--- src/hdl/tfa_pkg.sv ---
// Shared types, constants and codes for the tile region first-fit allocator.
// Used by every module of the block; depends on nothing.
package tfa_pkg;

    localparam int MAX_COLUMNS = 32;
    localparam int MAX_ROWS    = 32;
    localparam int COL_W       = $clog2(MAX_COLUMNS);
    localparam int ROW_W       = $clog2(MAX_ROWS);
    localparam int DIM_W       = 6;
    localparam int CFG_IDX_W   = 1;

    localparam logic [DIM_W-1:0] GRID_RESET = 6'd32;

    // configuration register indexes
    localparam logic [CFG_IDX_W-1:0] CFG_GRID_WIDTH  = 1'b0;
    localparam logic [CFG_IDX_W-1:0] CFG_GRID_HEIGHT = 1'b1;

    // opcodes
    localparam logic OP_RESERVE = 1'b0;
    localparam logic OP_RELEASE = 1'b1;

    // result status codes
    localparam logic [1:0] RSP_DONE    = 2'd0;
    localparam logic [1:0] RSP_NO_ROOM = 2'd1;
    localparam logic [1:0] RSP_BAD     = 2'd2;

    typedef struct packed {
        logic             opcode;
        logic [DIM_W-1:0] region_width;
        logic [DIM_W-1:0] region_height;
        logic [4:0]       place_x;
        logic [4:0]       place_y;
    } req_t;

    typedef struct packed {
        logic [1:0] status;
        logic [4:0] found_x;
        logic [4:0] found_y;
    } rsp_t;

    typedef enum logic [2:0] {
        S_IDLE,
        S_CHECK,
        S_SCAN,
        S_WRITE,
        S_DONE
    } state_t;

    // controller to datapath
    typedef struct packed {
        logic       load;
        logic       scan;
        logic       next_col;
        logic       mark_found;
        logic       release_start;
        logic       write_step;
        logic       set_status;
        logic [1:0] status;
        logic       emit;
    } cmd_t;

    // datapath to controller
    typedef struct packed {
        logic op;
        logic bad;
        logic run_hit;
        logic row_last;
        logic col_last;
        logic write_last;
    } stat_t;

endpackage

--- src/hdl/tfa_datapath.sv ---
// Datapath: grid registers, occupancy rows, scan counters and the result fields.
// Depends on tfa_pkg; driven by commands from tfa_ctrl.
module tfa_datapath (
    input  logic                              clk,
    input  logic                              rst_n,
    input  logic                              cfg_write_en,
    input  logic [tfa_pkg::CFG_IDX_W-1:0]     cfg_index,
    input  logic [tfa_pkg::DIM_W-1:0]         cfg_data,
    input  tfa_pkg::req_t                     req,
    input  tfa_pkg::cmd_t                     cmd,
    output tfa_pkg::stat_t                    stat,
    output tfa_pkg::rsp_t                     result
);

    logic [tfa_pkg::DIM_W-1:0]       cfg_w_reg, cfg_h_reg;
    logic [tfa_pkg::DIM_W-1:0]       gw, gh;
    logic                            op_reg;
    logic [tfa_pkg::DIM_W-1:0]       w_reg, h_reg;
    logic [4:0]                      px_reg, py_reg;
    logic [tfa_pkg::COL_W-1:0]       x_reg;
    logic [tfa_pkg::ROW_W-1:0]       y_reg;
    logic [tfa_pkg::DIM_W-1:0]       run_reg;
    logic [tfa_pkg::DIM_W-1:0]       cnt_reg;
    logic [4:0]                      fx_reg, fy_reg;
    logic [1:0]                      st_reg;
    logic [tfa_pkg::MAX_COLUMNS-1:0] occ_reg [tfa_pkg::MAX_ROWS];

    logic [tfa_pkg::MAX_COLUMNS-1:0] mask;
    logic [tfa_pkg::MAX_COLUMNS-1:0] row_data;
    logic                            row_free;
    logic [tfa_pkg::DIM_W-1:0]       run_inc;
    logic [tfa_pkg::DIM_W-1:0]       origin_y;
    logic [tfa_pkg::DIM_W:0]         x_end;
    logic                            size_zero, reserve_bad, release_bad;

    // configuration registers
    always_ff @(posedge clk or negedge rst_n)
    begin
        if (!rst_n)
        begin
            cfg_w_reg <= tfa_pkg::GRID_RESET;
            cfg_h_reg <= tfa_pkg::GRID_RESET;
        end
        else if (cfg_write_en)
        begin
            unique case (cfg_index)
                tfa_pkg::CFG_GRID_WIDTH:  cfg_w_reg <= cfg_data;
                tfa_pkg::CFG_GRID_HEIGHT: cfg_h_reg <= cfg_data;
                default: ;
            endcase
        end
    end

    assign gw = (cfg_w_reg > tfa_pkg::DIM_W'(tfa_pkg::MAX_COLUMNS)) ?
                tfa_pkg::DIM_W'(tfa_pkg::MAX_COLUMNS) : cfg_w_reg;
    assign gh = (cfg_h_reg > tfa_pkg::DIM_W'(tfa_pkg::MAX_ROWS)) ?
                tfa_pkg::DIM_W'(tfa_pkg::MAX_ROWS) : cfg_h_reg;

    // column window of the current rectangle
    assign x_end = {1'b0, tfa_pkg::DIM_W'(x_reg)} + {1'b0, w_reg};
    always_comb
    begin
        for (int i = 0; i < tfa_pkg::MAX_COLUMNS; i++)
        begin
            mask[i] = ((tfa_pkg::DIM_W+1)'(i) >= {1'b0, tfa_pkg::DIM_W'(x_reg)}) &&
                      ((tfa_pkg::DIM_W+1)'(i) < x_end);
        end
    end

    assign row_data = occ_reg[y_reg];
    assign row_free = ((row_data & mask) == '0);
    assign run_inc  = run_reg + tfa_pkg::DIM_W'(1);
    assign origin_y = tfa_pkg::DIM_W'(y_reg) + tfa_pkg::DIM_W'(1) - h_reg;

    assign size_zero   = (w_reg == '0) || (h_reg == '0);
    assign reserve_bad = (w_reg > gw) || (h_reg > gh);
    assign release_bad = (({2'b00, px_reg} + {1'b0, w_reg}) > {1'b0, gw}) ||
                         (({2'b00, py_reg} + {1'b0, h_reg}) > {1'b0, gh});

    assign stat.op         = op_reg;
    assign stat.bad        = size_zero ||
                             ((op_reg == tfa_pkg::OP_RESERVE) ? reserve_bad : release_bad);
    assign stat.run_hit    = row_free && (run_inc == h_reg);
    assign stat.row_last   = (tfa_pkg::DIM_W'(y_reg) == gh - tfa_pkg::DIM_W'(1));
    assign stat.col_last   = (x_end == {1'b0, gw});
    assign stat.write_last = (cnt_reg + tfa_pkg::DIM_W'(1)) == h_reg;

    // item fields, counters and result fields
    always_ff @(posedge clk)
    begin
        if (cmd.load)
        begin
            op_reg  <= req.opcode;
            w_reg   <= req.region_width;
            h_reg   <= req.region_height;
            px_reg  <= req.place_x;
            py_reg  <= req.place_y;
            x_reg   <= '0;
            y_reg   <= '0;
            run_reg <= '0;
            cnt_reg <= '0;
            fx_reg  <= '0;
            fy_reg  <= '0;
        end
        else if (cmd.scan)
        begin
            run_reg <= row_free ? run_inc : '0;
            y_reg   <= y_reg + tfa_pkg::ROW_W'(1);
        end
        else if (cmd.next_col)
        begin
            x_reg   <= x_reg + tfa_pkg::COL_W'(1);
            y_reg   <= '0;
            run_reg <= '0;
        end
        else if (cmd.mark_found)
        begin
            fx_reg  <= 5'(x_reg);
            fy_reg  <= 5'(origin_y);
            y_reg   <= tfa_pkg::ROW_W'(origin_y);
            cnt_reg <= '0;
        end
        else if (cmd.release_start)
        begin
            x_reg   <= tfa_pkg::COL_W'(px_reg);
            y_reg   <= tfa_pkg::ROW_W'(py_reg);
            cnt_reg <= '0;
        end
        else if (cmd.write_step)
        begin
            y_reg   <= y_reg + tfa_pkg::ROW_W'(1);
            cnt_reg <= cnt_reg + tfa_pkg::DIM_W'(1);
        end

        if (cmd.set_status)
        begin
            st_reg <= cmd.status;
        end
    end

    // occupancy rows: read-modify-write of one row per step
    always_ff @(posedge clk or negedge rst_n)
    begin
        if (!rst_n)
        begin
            for (int r = 0; r < tfa_pkg::MAX_ROWS; r++)
            begin
                occ_reg[r] <= '0;
            end
        end
        else if (cmd.write_step)
        begin
            occ_reg[y_reg] <= (op_reg == tfa_pkg::OP_RELEASE) ? (row_data & ~mask)
                                                               : (row_data | mask);
        end
    end

    assign result.status  = st_reg;
    assign result.found_x = fx_reg;
    assign result.found_y = fy_reg;

endmodule

--- src/hdl/tfa_ctrl.sv ---
// Controller state machine: sequences check, scan, row writes and result hand-off.
// Depends on tfa_pkg; commands tfa_datapath.
module tfa_ctrl (
    input  logic           clk,
    input  logic           rst_n,
    input  logic           in_valid,
    output logic           in_ready,
    input  logic           out_free,
    input  tfa_pkg::stat_t stat,
    output tfa_pkg::cmd_t  cmd
);

    tfa_pkg::state_t state_reg, state_next;

    always_ff @(posedge clk or negedge rst_n)
    begin
        if (!rst_n)
        begin
            state_reg <= tfa_pkg::S_IDLE;
        end
        else
        begin
            state_reg <= state_next;
        end
    end

    always_comb
    begin
        state_next = state_reg;
        cmd        = '0;
        in_ready   = 1'b0;
        unique case (state_reg)
            tfa_pkg::S_IDLE:
            begin
                in_ready = 1'b1;
                if (in_valid)
                begin
                    cmd.load   = 1'b1;
                    state_next = tfa_pkg::S_CHECK;
                end
            end
            tfa_pkg::S_CHECK:
            begin
                if (stat.bad)
                begin
                    cmd.set_status = 1'b1;
                    cmd.status     = tfa_pkg::RSP_BAD;
                    state_next     = tfa_pkg::S_DONE;
                end
                else if (stat.op == tfa_pkg::OP_RESERVE)
                begin
                    state_next = tfa_pkg::S_SCAN;
                end
                else
                begin
                    cmd.release_start = 1'b1;
                    state_next        = tfa_pkg::S_WRITE;
                end
            end
            tfa_pkg::S_SCAN:
            begin
                if (stat.run_hit)
                begin
                    cmd.mark_found = 1'b1;
                    state_next     = tfa_pkg::S_WRITE;
                end
                else if (stat.row_last)
                begin
                    if (stat.col_last)
                    begin
                        cmd.set_status = 1'b1;
                        cmd.status     = tfa_pkg::RSP_NO_ROOM;
                        state_next     = tfa_pkg::S_DONE;
                    end
                    else
                    begin
                        cmd.next_col = 1'b1;
                    end
                end
                else
                begin
                    cmd.scan = 1'b1;
                end
            end
            tfa_pkg::S_WRITE:
            begin
                cmd.write_step = 1'b1;
                if (stat.write_last)
                begin
                    cmd.set_status = 1'b1;
                    cmd.status     = tfa_pkg::RSP_DONE;
                    state_next     = tfa_pkg::S_DONE;
                end
            end
            tfa_pkg::S_DONE:
            begin
                if (out_free)
                begin
                    cmd.emit   = 1'b1;
                    state_next = tfa_pkg::S_IDLE;
                end
            end
            default:
            begin
                state_next = tfa_pkg::S_IDLE;
            end
        endcase
    end

endmodule

--- src/hdl/tile_region_first_fit_allocator.sv ---
// Top level of the tile region first-fit allocator: controller, datapath and result register.
// Depends on tfa_pkg, tfa_ctrl and tfa_datapath.
//
//   channel   signals                                    beat
//   request   in_valid / in_ready / in_data              tfa_pkg::req_t
//   result    out_valid / out_ready / out_data           tfa_pkg::rsp_t
//   config    cfg_write_en / cfg_index / cfg_data        6-bit grid size write
//
// One item at a time. A rejected item goes from the check straight to its result; a release
// writes region_height rows. A reserve scans one occupancy row per cycle for each candidate
// column, then writes region_height rows.
// The single-row read port of the occupancy rows sets this pace.
// Reset clears every tile to free at once and sets both grid registers to 32.
// The result register holds a finished beat while out_ready is low; a new request is taken
// meanwhile, and its own result waits in the controller until the register frees up.
module tile_region_first_fit_allocator (
    input  logic                          clk,
    input  logic                          rst_n,
    input  logic                          in_valid,
    output logic                          in_ready,
    input  tfa_pkg::req_t                 in_data,
    output logic                          out_valid,
    input  logic                          out_ready,
    output tfa_pkg::rsp_t                 out_data,
    input  logic                          cfg_write_en,
    input  logic [tfa_pkg::CFG_IDX_W-1:0] cfg_index,
    input  logic [tfa_pkg::DIM_W-1:0]     cfg_data
);

    tfa_pkg::cmd_t  cmd;
    tfa_pkg::stat_t stat;
    tfa_pkg::rsp_t  result;
    tfa_pkg::rsp_t  out_data_reg;
    logic           out_valid_reg;
    logic           out_free;

    // the result register can take a beat when empty or draining this cycle
    assign out_free = !out_valid_reg || out_ready;

    tfa_ctrl u_ctrl (
        .clk      (clk),
        .rst_n    (rst_n),
        .in_valid (in_valid),
        .in_ready (in_ready),
        .out_free (out_free),
        .stat     (stat),
        .cmd      (cmd)
    );

    tfa_datapath u_datapath (
        .clk          (clk),
        .rst_n        (rst_n),
        .cfg_write_en (cfg_write_en),
        .cfg_index    (cfg_index),
        .cfg_data     (cfg_data),
        .req          (in_data),
        .cmd          (cmd),
        .stat         (stat),
        .result       (result)
    );

    // result register: load on emit, drop when the beat is taken
    always_ff @(posedge clk or negedge rst_n)
    begin
        if (!rst_n)
        begin
            out_valid_reg <= 1'b0;
        end
        else if (cmd.emit)
        begin
            out_valid_reg <= 1'b1;
        end
        else if (out_ready)
        begin
            out_valid_reg <= 1'b0;
        end
    end

    always_ff @(posedge clk)
    begin
        if (cmd.emit)
        begin
            out_data_reg <= result;
        end
    end

    assign out_valid = out_valid_reg;
    assign out_data  = out_data_reg;

endmodule

--- config.mk ---
export PLATFORM = sky130hd
export DESIGN_NAME = tile_region_first_fit_allocator
export DESIGN_NICKNAME = d
export VERILOG_FILES = /design/src/hdl/tfa_pkg.sv /design/src/hdl/tfa_datapath.sv /design/src/hdl/tfa_ctrl.sv /design/src/hdl/tile_region_first_fit_allocator.sv
export SDC_FILE = /design/constraint.sdc
export NUM_CORES = 2
export LEC_CHECK = 0
export CAP_MARGIN = 10
export CORE_MARGIN = 5
export CORE_UTILIZATION = 55
export DETAILED_ROUTE_END_ITERATION = 7
export DONT_BUFFER_PORTS = 1
export PLACE_DENSITY = 0.68
export SYNTH_ARGS = -nofsm -noshare
export SYNTH_HDL_FRONTEND = slang
export SYNTH_SLANG_ARGS = --single-unit
--- constraint.sdc ---
create_clock -name clk -period 10.12 [get_ports clk]
set_clock_uncertainty 0.2 [all_clocks]
set_input_delay 1.518 -clock clk [delete_from_list [all_inputs] [get_ports clk]]
set_output_delay 1.518 -clock clk [all_outputs]
set_load 0.005 [all_outputs]
==> results.tsv <==
metric	value	unit
status	finished, final reports clean	
cts_tree	done	
syn2layout_area_growth	9.176	%
synthDistinctLibCells	86	
path_class	flip-flop to flip-flop	
most-common-layout-cells	dfrtp_1, nand2_1, o21ai_0, mux2_2, mux2i_1	
drt-pass1-iter-count	6	
ys_ff_latch	1109	
hold_class	flip-flop to flip-flop	
initial_core_util	0.5518	
final_common_cell	dfrtp_1	
cp_cell_sequence	buf_4, buf_4, mux4_2, a22oi_1, and4_1, a311oi_1, a2111oi_0, nand4bb_1, nor4_1, nor3_1, or3_1, o21bai_1	
final_cell_area	0.05597	mm^2
htree_levels	3	
place_area	0.05198	mm^2
p_sw	4.462	mW
worst_ep_required_time	10.52	ns
gp_congestion	0.9054	
grtUsageTotal	0.3037	
grt_pass1_wl	228.5	mm
switching_share	0.3514	
fillers	7549	
post-route-util	0.6024	
numPortBuffers	0	
cts_resized	0	
setup_tns	0	ns
regArea	0.02779	mm^2
wl_per_cell	26.07	um
syn_inst	4687	
power_density	226.9	mW/mm^2
worst_slew_pin_slew	1.313	ns
seqPwrFrac	0.388	
layout.nets	4553	
die_h	315.3	um
slowest_stage	dfxtp_4	
crit_arrival	6.88	ns
overflow	0	
largest_reg_flops	1024	
ir_drop	0.1491	mV
core_area	0.09291	mm^2
seq_area_frac_synth	0.5418	
die_area	0.09942	mm^2
grt_pass1_vias	35537	
total_power	12.70	mW
synth-main-ff-cell	dfrtp_1	
max_stage_delay	0.96	ns
cts.path.max_buffers	3	
ant_nets	0	
synth_area_per_cell	10.94	um^2
fmax	0.1543	GHz
slew_violations	0	
grt_start_max_net_pins	1041	
p_comb_frac	0.273	
drive_gt1_frac	0.1689	
cts_made_buffers	112	
cp_common_cell	buf_4	
syn_area	0.05127	mm^2
clkLatencyLatePin	0.73	ns
p_int	8.235	mW
fin_crit_sh	0.6406	
drt_iter0_markers	4178	
cp-end-kind	flip-flop	
clk_pin_slew_worst_paths	0.06	ns
fin_crit	6.483	ns
critPathLaunchType	flip-flop	
critPathMaxFanout	50	
leakage	24.31	nW
via_count	36370	
post_cts_buffers	0	
dp_hpwl	83.83	mm
ios	49	
finalSetupViolCount	0	
syn_nets	4782	
cts.sinks	1109	
multi_input_area	0.02182	mm^2
totalWireLength	151.4	mm
antenna_found_initial	5	
synth-edff-count	37	
drc_errors	0	
ys_warn_count	0	
async_reset_ff_frac	0.9378	
hold_violations	0	
vias_per_cell	6.262	
rsz0062_at_grt	false	
cap_violations	0	
postCtsHoldBufs	0	
dieWidth	315.3	um
row_count	112	
cts_root_buffer	clkbuf_16	
pwr-share-clk	0.338	
relSlewSlack	0.1244	
## per-layer routing
layer,up-vias,share of wire,track usage
met3,355,0.079,0.05561
met2,1441,0.46,0.4792
li1,16189,-,-
met1,18385,0.42,0.4261
met4,0,0.042,0.1144
met5,-,0,0
## final timing paths
kind | end | startpoint | cells past startpoint | slack, ns
worst max-delay path | u_ctrl.state_reg[2] | u_datapath.y_reg[0] | 12 | 3.64
worst min-delay path | out_data[11] | u_datapath.st_reg[1] | 0 | 0.24
min in group asynchronous | u_datapath.occ_reg[899] | rst_n | 0 | 0.31
worst min register to register | out_data[11] | u_datapath.st_reg[1] | 0 | 0.24
max in group asynchronous | u_datapath.occ_reg[893] | rst_n | 4 | 5.64
worst max register to register | u_ctrl.state_reg[2] | u_datapath.y_reg[0] | 12 | 3.64
## cell usage after synthesis, drive strengths merged, types with 10 or more instances
cell,number,area [um^2]
nand2,887,3329
nand4,22,137.6
nor3,21,110.1
mux2,277,3119
dfxtp,32,640.6
and4,14,122.6
clkbuf,350,1314
nand2b,10,62.56
nor2b,11,68.82
xor2,13,113.9
nand3,39,195.2
inv,40,150.1
o22ai,121,757.0
buf,81,501.7
mux4,137,3085
a211oi,12,95.09
a22oi,71,533.0
edfxtp,37,1111
nor4,36,252.7
xnor2,36,315.3
o21ai,811,4059
a21oi,64,320.3
o21a,15,112.6
nor2,49,183.9
mux2i,254,2542
dfrtp,1038,25970
a21o,10,75.07
ha,56,700.7
## layout make-up
cell class / count / area share
sequential: 1109 / 0.4964
tap: 1254 / 0.02803
clock inverter: 35 / 0.007645
multi-input combinational: 3106 / 0.3898
timing repair buffer: 88 / 0.01404
inverter: 41 / 0.002750
antenna: 2 / 0.00008942
clock buffer: 173 / 0.06118
## power by group through the flow
stage | Combinational [mW] | Sequential [mW] | Clock, mW
4_1_cts | 3.34 | 4.93 | 4.35
3_5_place_dp | 3.32 | 5.00 | 0
6_report | 3.47 | 4.93 | 4.30
3_3_place_gp | 3.30 | 5.00 | 0
5_1_grt | 3.73 | 4.95 | 4.54
2_1_floorplan | 2.41 | 4.88 | 0
## kinds of logic (layout without fill, tap and decap cells)
| kind of cell | after synthesis | in the layout | synth area share |
|---|---|---|---|
| AOI/OAI and AO/OA | 1182 | 1182 | 0.1291 |
| xor gates and xnor gates | 50 | 50 | 0.008835 |
| adders and majority gates | 60 | 60 | 0.01523 |
| buffers and inverters | 472 | 337 | 0.03841 |
| DFF | 1109 | 1109 | 0.5418 |
| muxes | 668 | 668 | 0.1706 |
| other | 0 | 2 | 0 |
| and+or+nand+nor | 1146 | 1146 | 0.09596 |
## through the flow
stage	hold slack, ns	instances	worst slack, ns
CTS	0.2436	5801	3.714
detailed placement	0.2306	5593	3.705
finish	0.2431	5808	3.637
global placement	0.2327	5593	3.806
floorplan	0.2003	4687	5.783
global route	0.2530	5808	3.257
## worst max-delay path: cells and delay by family, from the launching register on
family                 cells  cell delay, ns
AOI/OAI and AO/OA          4            0.95
buffers and inverters      2            1.52
DFF                        1            0.96
muxes                      1            0.60
and+or+nand+nor            5            2.03
Power figures use the tool's default switching activity.
